File: src/rtl/bsm_pkg.sv
`timescale 1ns / 1ps
// Shared types, constants and command structs of the sphere merger
package bsm_pkg;
	localparam int CW     = 32;  // centre coordinate width
	localparam int RW     = 31;  // radius width
	localparam int DW     = 33;  // per-axis difference width
	localparam int AW     = 32;  // absolute difference width
	localparam int SW     = 66;  // squared distance width
	localparam int RTW    = 33;  // distance width
	localparam int SRW    = 36;  // root remainder width
	localparam int QRW    = 35;  // fraction remainder width
	localparam int QW     = 32;  // movement fraction width
	localparam int PW     = 64;  // product width
	localparam int AXES   = 3;
	localparam int CNTW   = 6;
	localparam int SQRT_STEPS = SW / 2;
	localparam int DIV_STEPS  = QW;
	localparam int MUL_STEPS  = AXES + 1;
	localparam logic [RW-1:0] RMAX = {RW{1'b1}};

	typedef enum logic [2:0] {
		KIND_FIRST = 3'd0,
		KIND_KEPT  = 3'd1,
		KIND_REPL  = 3'd2,
		KIND_CONC  = 3'd3,
		KIND_GROWN = 3'd4
	} kind_t;

	typedef enum logic [7:0] {
		ST_IDLE = 8'b0000_0001,
		ST_CHK  = 8'b0000_0010,
		ST_SQ   = 8'b0000_0100,
		ST_SQRT = 8'b0000_1000,
		ST_DEC  = 8'b0001_0000,
		ST_DIV  = 8'b0010_0000,
		ST_MOVE = 8'b0100_0000,
		ST_FIN  = 8'b1000_0000
	} state_t;

	typedef struct packed {
		logic       load;
		logic       sq_step;
		logic       sqrt_step;
		logic       decide;
		logic       div_step;
		logic       mv_step;
		logic [1:0] idx;
		logic       commit;
	} cmd_t;

	typedef struct packed {
		logic first;
		logic grow;
	} sts_t;
endpackage

File: src/rtl/bsm_if.sv
`timescale 1ns / 1ps
// Handshake channels carrying input spheres and merged results
interface bsm_in_if;
	logic                valid;
	logic                ready;
	logic                start_new;
	logic signed [31:0]  in_center_x;
	logic signed [31:0]  in_center_y;
	logic signed [31:0]  in_center_z;
	logic [30:0]         in_radius;
	modport source (output valid, start_new, in_center_x, in_center_y, in_center_z,
		in_radius, input ready);
	modport sink (input valid, start_new, in_center_x, in_center_y, in_center_z,
		in_radius, output ready);
endinterface

interface bsm_out_if;
	logic                valid;
	logic                ready;
	logic signed [31:0]  out_center_x;
	logic signed [31:0]  out_center_y;
	logic signed [31:0]  out_center_z;
	logic [30:0]         out_radius;
	logic [2:0]          merge_case;
	modport source (output valid, out_center_x, out_center_y, out_center_z, out_radius,
		merge_case, input ready);
	modport sink (input valid, out_center_x, out_center_y, out_center_z, out_radius,
		merge_case, output ready);
endinterface

File: src/rtl/bsm_datapath.sv
`timescale 1ns / 1ps
// Datapath: running sphere, shared multiplier, square root and fraction units
module bsm_datapath
	import bsm_pkg::*;
(
	input  logic                  clk,
	input  logic                  arst_n,
	input  cmd_t                  cmd,
	output sts_t                  sts,
	input  logic                  start_new,
	input  logic signed [CW-1:0]  in_center_x,
	input  logic signed [CW-1:0]  in_center_y,
	input  logic signed [CW-1:0]  in_center_z,
	input  logic [RW-1:0]         in_radius,
	output logic signed [CW-1:0]  out_center_x,
	output logic signed [CW-1:0]  out_center_y,
	output logic signed [CW-1:0]  out_center_z,
	output logic [RW-1:0]         out_radius,
	output logic [2:0]            merge_case
);
	logic signed [CW-1:0]  acc_c_q [AXES];
	logic [RW-1:0]         acc_r_q;
	logic                  acc_v_q;
	logic signed [DW-1:0]  dlt_q [AXES];
	logic [RW-1:0]         ir_q;
	logic signed [CW-1:0]  ic_q [AXES];
	logic                  first_q;
	kind_t                 kind_q;
	logic [SW-1:0]         rad_q;
	logic [RTW-1:0]        root_q;
	logic [SRW-1:0]        srem_q;
	logic [QRW-1:0]        drem_q;
	logic [QW-1:0]         m_q;
	logic [PW-1:0]         prod_q;
	logic signed [CW-1:0]  oc_q [AXES];
	logic [RW-1:0]         or_q;
	kind_t                 ok_q;

	logic signed [CW-1:0]  inc [AXES];
	logic [AW-1:0]         absd [AXES];
	logic [AW-1:0]         mul_a;
	logic [AW-1:0]         mul_b;
	logic [1:0]            prv;
	logic [SRW-1:0]        rem_sh;
	logic [SRW-1:0]        trial;
	logic [RTW:0]          d_ir;
	logic [RTW:0]          d_ar;
	logic [RTW+1:0]        nr;
	logic                  kept_c, repl_c, conc_c, grow_c;
	logic [QRW-1:0]        dt;
	logic [QRW-1:0]        den;
	logic [AW-1:0]         off;
	logic signed [CW+1:0]  mv;
	logic signed [CW-1:0]  mv_sat;

	assign inc[0] = in_center_x;
	assign inc[1] = in_center_y;
	assign inc[2] = in_center_z;

	// Take magnitudes of the axis differences
	always_comb begin
		for (int i = 0; i < AXES; i++) begin
			absd[i] = dlt_q[i][DW-1] ? AW'(-dlt_q[i]) : AW'(dlt_q[i]);
		end
	end

	// Select multiplier operands: squares, or magnitude times fraction
	always_comb begin
		case (cmd.idx)
			2'd0:    mul_a = absd[0];
			2'd1:    mul_a = absd[1];
			default: mul_a = absd[2];
		endcase
		mul_b = cmd.sq_step ? mul_a : m_q;
		prv   = cmd.idx - 2'd1;
	end

	// Square root step: bring down two bits, try to subtract
	assign rem_sh = {srem_q[SRW-3:0], rad_q[SW-1 -: 2]};
	assign trial  = SRW'({root_q, 2'b01});

	// Classify the merge from the distance
	always_comb begin
		d_ir   = {1'b0, root_q} + (RTW+1)'(ir_q);
		d_ar   = {1'b0, root_q} + (RTW+1)'(acc_r_q);
		nr     = (RTW+2)'(acc_r_q) + (RTW+2)'(root_q) + (RTW+2)'(ir_q);
		kept_c = d_ir <= (RTW+1)'(acc_r_q);
		repl_c = !kept_c && (d_ar <= (RTW+1)'(ir_q));
		conc_c = !kept_c && !repl_c && (root_q == '0);
		grow_c = !kept_c && !repl_c && !conc_c;
	end

	// Fraction step and centre move
	assign den = QRW'({root_q, 1'b0});
	assign dt  = {drem_q[QRW-2:0], 1'b0};
	assign off = prod_q[PW-1 -: AW];
	always_comb begin
		case (prv)
			2'd0:    mv = (CW+2)'(acc_c_q[0]);
			2'd1:    mv = (CW+2)'(acc_c_q[1]);
			default: mv = (CW+2)'(acc_c_q[2]);
		endcase
		case (prv)
			2'd0:    mv = dlt_q[0][DW-1] ? mv - $signed({2'b0, off}) : mv + $signed({2'b0, off});
			2'd1:    mv = dlt_q[1][DW-1] ? mv - $signed({2'b0, off}) : mv + $signed({2'b0, off});
			default: mv = dlt_q[2][DW-1] ? mv - $signed({2'b0, off}) : mv + $signed({2'b0, off});
		endcase
		if (mv > (CW+2)'(signed'({1'b0, {(CW-1){1'b1}}})))
			mv_sat = {1'b0, {(CW-1){1'b1}}};
		else if (mv < (CW+2)'(signed'({1'b1, {(CW-1){1'b0}}})))
			mv_sat = {1'b1, {(CW-1){1'b0}}};
		else
			mv_sat = CW'(mv);
	end

	assign sts.first = first_q;
	assign sts.grow  = grow_c;

	// Hold the running sphere
	always_ff @(posedge clk or negedge arst_n) begin
		if (!arst_n) begin
			acc_v_q <= 1'b0;
			acc_r_q <= '0;
			for (int i = 0; i < AXES; i++) acc_c_q[i] <= '0;
		end else if (cmd.load) begin
			if (start_new || !acc_v_q) begin
				acc_v_q <= 1'b1;
				acc_r_q <= in_radius;
				for (int i = 0; i < AXES; i++) acc_c_q[i] <= inc[i];
			end
		end else if (cmd.decide) begin
			if (repl_c) begin
				acc_r_q <= ir_q;
				for (int i = 0; i < AXES; i++) acc_c_q[i] <= ic_q[i];
			end else if (conc_c) begin
				acc_r_q <= (ir_q > acc_r_q) ? ir_q : acc_r_q;
			end else if (grow_c) begin
				acc_r_q <= (nr[RTW+1:1] > (RTW+1)'(RMAX)) ? RMAX : RW'(nr[RTW+1:1]);
			end
		end else if (cmd.mv_step && cmd.idx != 2'd0) begin
			case (prv)
				2'd0:    acc_c_q[0] <= mv_sat;
				2'd1:    acc_c_q[1] <= mv_sat;
				default: acc_c_q[2] <= mv_sat;
			endcase
		end
	end

	// Latch the item and run the arithmetic steps
	always_ff @(posedge clk) begin
		if (cmd.load) begin
			ir_q    <= in_radius;
			first_q <= start_new || !acc_v_q;
			kind_q  <= KIND_FIRST;
			rad_q   <= '0;
			root_q  <= '0;
			srem_q  <= '0;
			for (int i = 0; i < AXES; i++) begin
				ic_q[i]  <= inc[i];
				dlt_q[i] <= DW'(inc[i]) - DW'(acc_c_q[i]);
			end
		end
		if ((cmd.sq_step || cmd.mv_step) && cmd.idx != 2'd3)
			prod_q <= PW'(mul_a) * PW'(mul_b);
		if (cmd.sq_step && cmd.idx != 2'd0)
			rad_q <= rad_q + SW'(prod_q);
		if (cmd.sqrt_step) begin
			rad_q <= rad_q << 2;
			if (rem_sh >= trial) begin
				srem_q <= rem_sh - trial;
				root_q <= {root_q[RTW-2:0], 1'b1};
			end else begin
				srem_q <= rem_sh;
				root_q <= {root_q[RTW-2:0], 1'b0};
			end
		end
		if (cmd.decide) begin
			m_q    <= '0;
			drem_q <= QRW'(d_ir) - QRW'(acc_r_q);
			if (kept_c)      kind_q <= KIND_KEPT;
			else if (repl_c) kind_q <= KIND_REPL;
			else if (conc_c) kind_q <= KIND_CONC;
			else             kind_q <= KIND_GROWN;
		end
		if (cmd.div_step) begin
			if (dt >= den) begin
				drem_q <= dt - den;
				m_q    <= {m_q[QW-2:0], 1'b1};
			end else begin
				drem_q <= dt;
				m_q    <= {m_q[QW-2:0], 1'b0};
			end
		end
		if (cmd.commit) begin
			or_q <= acc_r_q;
			ok_q <= kind_q;
			for (int i = 0; i < AXES; i++) oc_q[i] <= acc_c_q[i];
		end
	end

	assign out_center_x = oc_q[0];
	assign out_center_y = oc_q[1];
	assign out_center_z = oc_q[2];
	assign out_radius   = or_q;
	assign merge_case   = ok_q;
endmodule

File: src/rtl/bsm_ctrl.sv
`timescale 1ns / 1ps
// Controller: sequences load, squares, root, decision, fraction, move and hand-off
module bsm_ctrl
	import bsm_pkg::*;
(
	input  logic clk,
	input  logic arst_n,
	input  logic in_valid,
	output logic in_ready,
	output logic out_valid,
	input  logic out_ready,
	input  sts_t sts,
	output cmd_t cmd
);
	state_t            state_q, state_d;
	logic [CNTW-1:0]   cnt_q, cnt_d;
	logic              out_v_q;
	logic              last;

	assign in_ready  = (state_q == ST_IDLE);
	assign out_valid = out_v_q;

	// Decode state into datapath commands
	always_comb begin
		cmd           = '0;
		cmd.idx       = cnt_q[1:0];
		cmd.load      = (state_q == ST_IDLE) && in_valid;
		cmd.sq_step   = (state_q == ST_SQ);
		cmd.sqrt_step = (state_q == ST_SQRT);
		cmd.decide    = (state_q == ST_DEC);
		cmd.div_step  = (state_q == ST_DIV);
		cmd.mv_step   = (state_q == ST_MOVE);
		cmd.commit    = (state_q == ST_FIN) && (!out_v_q || out_ready);
	end

	// Advance the sequence
	always_comb begin
		state_d = state_q;
		cnt_d   = cnt_q + CNTW'(1);
		last    = 1'b0;
		unique case (state_q)
			ST_IDLE: begin
				cnt_d = '0;
				if (in_valid) state_d = ST_CHK;
			end
			ST_CHK: begin
				cnt_d   = '0;
				state_d = sts.first ? ST_FIN : ST_SQ;
			end
			ST_SQ: begin
				last = cnt_q == CNTW'(MUL_STEPS - 1);
				if (last) begin
					state_d = ST_SQRT;
					cnt_d   = '0;
				end
			end
			ST_SQRT: begin
				last = cnt_q == CNTW'(SQRT_STEPS - 1);
				if (last) begin
					state_d = ST_DEC;
					cnt_d   = '0;
				end
			end
			ST_DEC: begin
				cnt_d   = '0;
				state_d = sts.grow ? ST_DIV : ST_FIN;
			end
			ST_DIV: begin
				last = cnt_q == CNTW'(DIV_STEPS - 1);
				if (last) begin
					state_d = ST_MOVE;
					cnt_d   = '0;
				end
			end
			ST_MOVE: begin
				last = cnt_q == CNTW'(MUL_STEPS - 1);
				if (last) begin
					state_d = ST_FIN;
					cnt_d   = '0;
				end
			end
			ST_FIN: begin
				cnt_d = '0;
				if (!out_v_q || out_ready) state_d = ST_IDLE;
			end
			default: begin
				state_d = ST_IDLE;
				cnt_d   = '0;
			end
		endcase
	end

	always_ff @(posedge clk or negedge arst_n) begin
		if (!arst_n) begin
			state_q <= ST_IDLE;
			cnt_q   <= '0;
			out_v_q <= 1'b0;
		end else begin
			state_q <= state_d;
			cnt_q   <= cnt_d;
			if (cmd.commit)
				out_v_q <= 1'b1;
			else if (out_ready)
				out_v_q <= 1'b0;
		end
	end
endmodule

File: src/rtl/bounding_sphere_merger.sv
`timescale 1ns / 1ps
// Top level of the incremental bounding sphere merger
// A first sphere is passed straight on; the others run the squares, the root and the decision,
// and grown merges also the fraction and the centre move. A new item is taken only when idle;
// the 33-step root, the 32-step fraction unit and the shared 32x32 multiplier set the pace.
// A finished item waits in the output register while the next one is taken.
// Reset clears the running sphere, the sequencer and the output valid flag.
module bounding_sphere_merger
	import bsm_pkg::*;
(
	input  logic     clk,
	input  logic     arst_n,
	bsm_in_if.sink   sph_in,
	bsm_out_if.source sph_out
);
	cmd_t cmd;
	sts_t sts;

	bsm_ctrl u_ctrl (
		.clk       (clk),
		.arst_n    (arst_n),
		.in_valid  (sph_in.valid),
		.in_ready  (sph_in.ready),
		.out_valid (sph_out.valid),
		.out_ready (sph_out.ready),
		.sts       (sts),
		.cmd       (cmd)
	);

	bsm_datapath u_dp (
		.clk          (clk),
		.arst_n       (arst_n),
		.cmd          (cmd),
		.sts          (sts),
		.start_new    (sph_in.start_new),
		.in_center_x  (sph_in.in_center_x),
		.in_center_y  (sph_in.in_center_y),
		.in_center_z  (sph_in.in_center_z),
		.in_radius    (sph_in.in_radius),
		.out_center_x (sph_out.out_center_x),
		.out_center_y (sph_out.out_center_y),
		.out_center_z (sph_out.out_center_z),
		.out_radius   (sph_out.out_radius),
		.merge_case   (sph_out.merge_case)
	);
endmodule

File: src/flat_wrapper.sv
// flat-port wrapper written by rule: the top's interface ports become plain ports
module bounding_sphere_merger_flat import bsm_pkg::*;
  (clk, arst_n, sph_in_valid, sph_in_start_new, sph_in_in_center_x, sph_in_in_center_y, sph_in_in_center_z, sph_in_in_radius, sph_in_ready, sph_out_valid, sph_out_out_center_x, sph_out_out_center_y, sph_out_out_center_z, sph_out_out_radius, sph_out_merge_case, sph_out_ready);
  bsm_in_if sph_in_i ();
  bsm_out_if sph_out_i ();
  input  logic clk;
  input  logic arst_n;
  input wire logic [$bits(sph_in_i.valid)-1:0] sph_in_valid;
  input wire logic [$bits(sph_in_i.start_new)-1:0] sph_in_start_new;
  input wire logic [$bits(sph_in_i.in_center_x)-1:0] sph_in_in_center_x;
  input wire logic [$bits(sph_in_i.in_center_y)-1:0] sph_in_in_center_y;
  input wire logic [$bits(sph_in_i.in_center_z)-1:0] sph_in_in_center_z;
  input wire logic [$bits(sph_in_i.in_radius)-1:0] sph_in_in_radius;
  output wire logic [$bits(sph_in_i.ready)-1:0] sph_in_ready;
  output wire logic [$bits(sph_out_i.valid)-1:0] sph_out_valid;
  output wire logic [$bits(sph_out_i.out_center_x)-1:0] sph_out_out_center_x;
  output wire logic [$bits(sph_out_i.out_center_y)-1:0] sph_out_out_center_y;
  output wire logic [$bits(sph_out_i.out_center_z)-1:0] sph_out_out_center_z;
  output wire logic [$bits(sph_out_i.out_radius)-1:0] sph_out_out_radius;
  output wire logic [$bits(sph_out_i.merge_case)-1:0] sph_out_merge_case;
  input wire logic [$bits(sph_out_i.ready)-1:0] sph_out_ready;
  assign sph_in_i.valid = sph_in_valid;
  assign sph_in_i.start_new = sph_in_start_new;
  assign sph_in_i.in_center_x = sph_in_in_center_x;
  assign sph_in_i.in_center_y = sph_in_in_center_y;
  assign sph_in_i.in_center_z = sph_in_in_center_z;
  assign sph_in_i.in_radius = sph_in_in_radius;
  assign sph_in_ready = sph_in_i.ready;
  assign sph_out_valid = sph_out_i.valid;
  assign sph_out_out_center_x = sph_out_i.out_center_x;
  assign sph_out_out_center_y = sph_out_i.out_center_y;
  assign sph_out_out_center_z = sph_out_i.out_center_z;
  assign sph_out_out_radius = sph_out_i.out_radius;
  assign sph_out_merge_case = sph_out_i.merge_case;
  assign sph_out_i.ready = sph_out_ready;
  bounding_sphere_merger u_core (.clk(clk), .arst_n(arst_n), .sph_in(sph_in_i), .sph_out(sph_out_i));
endmodule
File: config.mk
export PLATFORM = sky130hd
export DESIGN_NAME = bounding_sphere_merger_flat
export DESIGN_NICKNAME = d
export VERILOG_FILES = /design/src/rtl/bsm_pkg.sv /design/src/rtl/bsm_if.sv /design/src/rtl/bsm_datapath.sv /design/src/rtl/bsm_ctrl.sv /design/src/rtl/bounding_sphere_merger.sv /design/src/flat_wrapper.sv
export SDC_FILE = /design/constraint.sdc
export NUM_CORES = 2
export LEC_CHECK = 0
export BUFFER_PORTS_ARGS = -buffer_cell sky130_fd_sc_hd__buf_2
export CORE_MARGIN = 2
export CORE_UTILIZATION = 40
export DETAILED_ROUTE_END_ITERATION = 6
export SLEW_MARGIN = 20
export SYNTH_ARGS = -nofsm -noshare
export SYNTH_HDL_FRONTEND = slang
export SYNTH_SLANG_ARGS = --single-unit
File: constraint.sdc
create_clock -name clk -period 11.5 [get_ports clk]
set_input_delay 2.875 -clock clk [delete_from_list [all_inputs] [get_ports clk]]
set_output_delay 2.875 -clock clk [all_outputs]
set_load 0.02 [all_outputs]
Word-level counts from Yosys, hierarchy flattened
Memories as Yosys holds them, arrays and structs flattened.
Cells that the tools add are included.
- $add $sub $neg: 18
- multiply operators: 1
- div/mod/pow operators: 0
- $lt $le $gt $ge: 8
- equality and inequality tests: 24
- shift operators: 0
- mux-type cells: 67
- bitwise gates (word level): 0
- reductions and logical operators: 39
- operators with widths (kind ; count):
    2-to-1 mux 96 bit ; 5
    2-to-1 mux 32 bit ; 11
    2-to-1 mux 34 bit ; 9
    2-to-1 mux 31 bit ; 8
    2-to-1 mux 66 bit ; 3
    one-hot mux 34 bit (2 select lines) ; 2
    subtractor 32 x 32 -> 33 bit ; 3
    negator 32 bit ; 3
    adder 33 x 31 -> 34 bit ; 2
    less-or-equal comparator 34 x 31 -> 1 bit ; 2
    subtractor 34 bit ; 2
    adder 66 x 64 -> 66 bit ; 1
    2-to-1 mux 33 bit ; 2
    multiplier 32 x 32 -> 64 bit ; 1
    2-to-1 mux 8 bit ; 8
    one-hot mux 32 bit (2 select lines) ; 1
    one-hot mux 8 bit (8 select lines) ; 1
    >= comparator 36 x 35 -> 1 bit ; 1
    adder 34 x 31 -> 35 bit ; 1
    >= comparator 35 x 34 -> 1 bit ; 1
    adder 31 x 33 -> 34 bit ; 1
    adder 34 x 33 -> 34 bit ; 1
    greater-than comparator 34 x 31 -> 1 bit, second input constant ; 1
    greater-than comparator 34 x 32 -> 1 bit, second input constant ; 1
    other kinds (39) ; 86
- register bits after elaboration: 475
- bits in latches: 0
- memory bits (writable): 291
- memory bits (read-only): 0
- input port bits: 132
- output and inout bits: 132
- word-level logic and storage cells: 180
- memories: 3
- memories (name ; words ; width ; read ports ; clocked after Yosys merged registers in ; wr ports ; RTL line ; source):
    u_core.u_dp.dlt_q ; 3 ; 33 ; 3 ; 0 ; 3 ; bsm_datapath.sv:24 ; logic signed [DW-1:0] dlt_q [AXES];
    u_core.u_dp.ic_q ; 3 ; 32 ; 3 ; 0 ; 3 ; bsm_datapath.sv:26 ; logic signed [CW-1:0] ic_q [AXES];
    u_core.u_dp.oc_q ; 3 ; 32 ; 3 ; 0 ; 3 ; bsm_datapath.sv:35 ; logic signed [CW-1:0] oc_q [AXES];

Depth between registers and ports, before layout
- depth in word-level cells: 14
- gate-level depth with buffers: 42
- depth with buffers taken out: 39

Cells and area by module
A second synthesis with hierarchy kept.
- cells, all modules: 9777
- area, all modules: 88950.3 um^2
- modules (own cells, without submodules) (module ; times used ; cells each ; area an instance (um^2) ; sequential area each (um^2)):
    bsm_datapath ; 1 ; 9674 ; 87979.4 ; 21891.0
    bsm_ctrl ; 1 ; 103 ; 970.9 ; 376.6

Worst setup path before layout
Ideal clock, no wire load.
- kind: input to register
- from: input sph_in_valid
- to: register u_core.u_dp.rad_q[10], enable pin
- library setup time: 423 ps
- data arrival time: 12049 ps
- data required time: 11077 ps
- path slack: -973 ps
- stages on the path: 6
- buffers on the path: 2
- path through: nand2_1 inv_1 clkbuf_1 clkbuf_1 nor2_1 nand2_1
- RTL lines (item ; RTL line ; source):
    from (decl) ; flat_wrapper.sv:8 ; input wire logic [$bits(sph_in_i.valid)-1:0] sph_in_valid;
    to (signal assigned) ; bsm_datapath.sv:166 ; rad_q <= rad_q + SW'(prod_q);
    to (signal assigned) ; bsm_datapath.sv:168 ; rad_q <= rad_q << 2;
    to (decl) ; bsm_datapath.sv:29 ; logic [SW-1:0] rad_q;

==> qor.yml <==
netlist_area_um2: 88230
crit_fanout: 13
synth_area_per_cell_um2: 9.190
p_total_mw: 6.405
cp-end-kind: "flip-flop"
yosysWarnings: 0
utilization_pct: 44.40
internal_power_mw: 4.839
max_freq_mhz: 89.51
slew_headroom_pct: 4.706
dp_hpwl_um: 253600
worst-setup-path-type: "flip-flop to flip-flop"
r2r-end: "u_core.u_dp.prod_q[62]"
syn-num-nets: 11420
drive_gt1_share_pct: 8.366
grt_pass1_vias: 73990
gr-total-overflow: 0
status: "finished, final reports clean"
async_flop_share_pct: 18.67
hold_start: "u_core.u_dp.kind_q[0]"
synth_flop_cell: "edfxtp_1"
post_dp_cell_area_um2: 93980
die-height_um: 473.6
clkSinkCount: 766
cts_tree: "done"
synth-edff-count: 621
cts.path.max_buffers: 3
post-route-min-period_ns: 11.17
cts-root-buf: "clkbuf_16"
cts_hold_buffers: 0
critPathMostFrequentCell: "fa_1"
rr_startpoint: "u_core.u_dp.dlt_q[0][5]"
antenna_left: 0
switching_share_pct: 24.44
place.gp.congestion: 0.9721
start_util_pct: 40.19
htree_num_levels: 3
slew_viol_final: 0
std_cell_rows: 172
p_clk_share_pct: 49.6
required_ns: 11.99
synthTopCellsByArea: "fa_1 21%, edfxtp_1 21%, ha_1 11%"
cp.arrival_ns: 11.66
worstMarginPinSlew_ns: 1.416
ys_seq_area_share_pct: 25.24
die-area_um2: 224300
layout.nets: 11650
ys_ff_latch: 766
wirelength_um: 318800
synth_largest_area_cell: "fa_1"
die_x_um: 473.6
vias: 74550
critPathSlowestCell: "fa_1"
p_per_area_nw_per_um2: 65.72
io_pins: 264
ir_drop_v: 0.0001094
start_kind: "flip-flop"
grt_pass1_wl_um: 477600
fin_hold_ws_ns: 0.4244
finClkSkew_ns: 0.06614
stdcell_area_um2: 97450
viasPerCell: 5.831
cts_buffers: 95
reg2reg_depth: 32
core_area_um2: 219500
setup_viol: 0
dr.pass1.iters: 7
antenna_found_initial: 20
hold_path_class: "flip-flop to flip-flop"
wl_per_cell_um: 24.93
min_path_cells: 0
cap_violations: 0
rrSetupSlack_ns: 0.33
fin_crit_sh_pct: 97.15
p_seq_share_pct: 46.6
leakage_nw: 43.48
syn_inst: 9600
p_switching_mw: 1.566
place_ws_ns: -0.06860
finalHoldViolCount: 0
drt_iter0_drc: 7478
cpPeakStageDelay_ns: 0.59
synth.distinct_cells: 90
grt_max_degree: 83
clk_latency_ns: 0.78
path_clk_slew_ns: 0.06
synth_top_cell_area_share_pct: 21.28
hold_end: "u_core.u_dp.merge_case[0]"
io_buffers: 263
fin_ws_ns: 0.3278
comb_power_share_pct: 3.9
drc: 0
area_growth_pct: 10.46
track_usage_pct: 28.23
metrics by stage:
step                cells  setup TNS [ns]
finish              12790               0
global route        12780         -0.2435
CTS                 12770               0
detailed placement  12590         -0.2176
global placement    12590       -0.001418
floorplan            9600               0
Yosys cell counts, drive strengths merged, types with 53 or more instances:
cell,instances
a211oi,53
a21o,264
a21oi,640
a221oi,65
a22oi,107
a31oi,143
and2,95
clkbuf,366
dfrtp,142
edfxtp,621
fa,938
ha,750
inv,1287
mux2i,119
nand2,897
nand2b,97
nand3,112
nand4,84
nor2,977
nor2b,65
nor3,105
o21a,70
o21ai,398
o21bai,62
o31ai,66
xnor2,328
xor2,175
area by class of cell:
type,count,area [µm²]
well taps,2871,3592
diodes,6,15.01
repair buffers,542,3562
clock buffers,125,2580
inverters,1289,4846
clock inverters,55,670.6
flip-flops and latches,766,22270
multi-input cells,7132,59920
fillers,21220,122100
power groups by stage:
stage          Sequential [mW]  Clock [mW]  Combinational [mW]
2_1_floorplan             3.04           0               0.124
3_3_place_gp              3.04           0               0.239
3_5_place_dp              3.04           0               0.243
4_1_cts                   2.98        3.23               0.244
5_1_grt                   2.98        3.32               0.267
6_report                  2.98        3.17               0.248
timing repair:
action | CTS | global route
pin swaps | 1 | 4
setup endpoints to repair | 7 | 14
setup buffers | 0 | 6
resized for setup | 8 | 28
placed cells by master, fill, tap and decap left out, types with 266 or more instances in the layout:
cell and n:
inv_1 1284, nor2_1 974, fa_1 936, nand2_1 894, ha_1 746, a21oi_1 624
edfxtp_1 621, o21ai_0 381, xnor2_1 328, buf_4 266
registers in the layout (all words and copies together) (netlist names), 8 cells and up:
register and cells:
u_core.u_dp.ir_q 31, u_core.u_ctrl.state_q 8, u_core.u_dp.ic_q 96, u_core.u_dp.oc_q 96
u_core.u_dp.rad_q 66, u_core.u_dp.prod_q 64, u_core.u_dp.out_radius 31, u_core.u_dp.root_q 33
u_core.u_dp.srem_q 34, u_core.u_dp.acc_c_q 96, u_core.u_dp.acc_r_q 31, u_core.u_dp.dlt_q 99
u_core.u_dp.m_q 32, u_core.u_dp.drem_q 34
layer usage:
layer  part of all wire (%)  wire [µm]  up-vias  GRT usage, %
met3                    9.4      29960      584         5.598
met2                     44     138700     3570         42.81
li1                       -          -    33110             -
met5                  0.019         61        -             0
met1                     43     136800    37270         39.92
met4                    4.1      13190       10         10.02
worst max path at each step:
| stage | startpoint | end | slack [ns] | cells past startpoint |
|---|---|---|---|---|
| CTS | u_core.u_dp.dlt_q[0][5] | u_core.u_dp.prod_q[63] | 0.05 | 35 |
| global route | u_core.u_dp.dlt_q[0][5] | u_core.u_dp.prod_q[63] | -0.07 | 35 |
| global placement | u_core.u_dp.dlt_q[0][5] | u_core.u_dp.prod_q[63] | -0.001 | 33 |
| finish | u_core.u_dp.dlt_q[0][5] | u_core.u_dp.prod_q[62] | 0.33 | 32 |
| floorplan | u_core.u_dp.dlt_q[0][5] | u_core.u_dp.prod_q[63] | 0.79 | 35 |
| detailed placement | u_core.u_dp.dlt_q[0][5] | u_core.u_dp.prod_q[62] | -0.07 | 32 |
cells by family (layout without fill, tap and decap cells):
| family | Yosys count | count (layout) | synth area share, % |
|---|---|---|---|
| AND/OR/NAND/NOR | 2634 | 2634 | 13.18 |
| buffers and inverters | 1702 | 2011 | 7.298 |
| adder cells (fa/ha/maj) | 1688 | 1688 | 31.92 |
| AO/OA/AOI/OAI | 2183 | 2183 | 15.95 |
| other | 0 | 6 | 0 |
| XOR/XNOR | 503 | 503 | 4.993 |
| flip-flops | 766 | 766 | 25.24 |
| multiplexers | 124 | 124 | 1.414 |
worst max-delay path, delay by kind of cell (launching register included):
kind                     cells  cell delay [ns]
flip-flops                   1             0.42
buffers and inverters        4             0.53
AO/OA/AOI/OAI                7             2.15
XOR/XNOR                     2             0.27
AND/OR/NAND/NOR             10             3.03
adder cells (fa/ha/maj)      9             4.49
(Power assumes the default switching activity.)
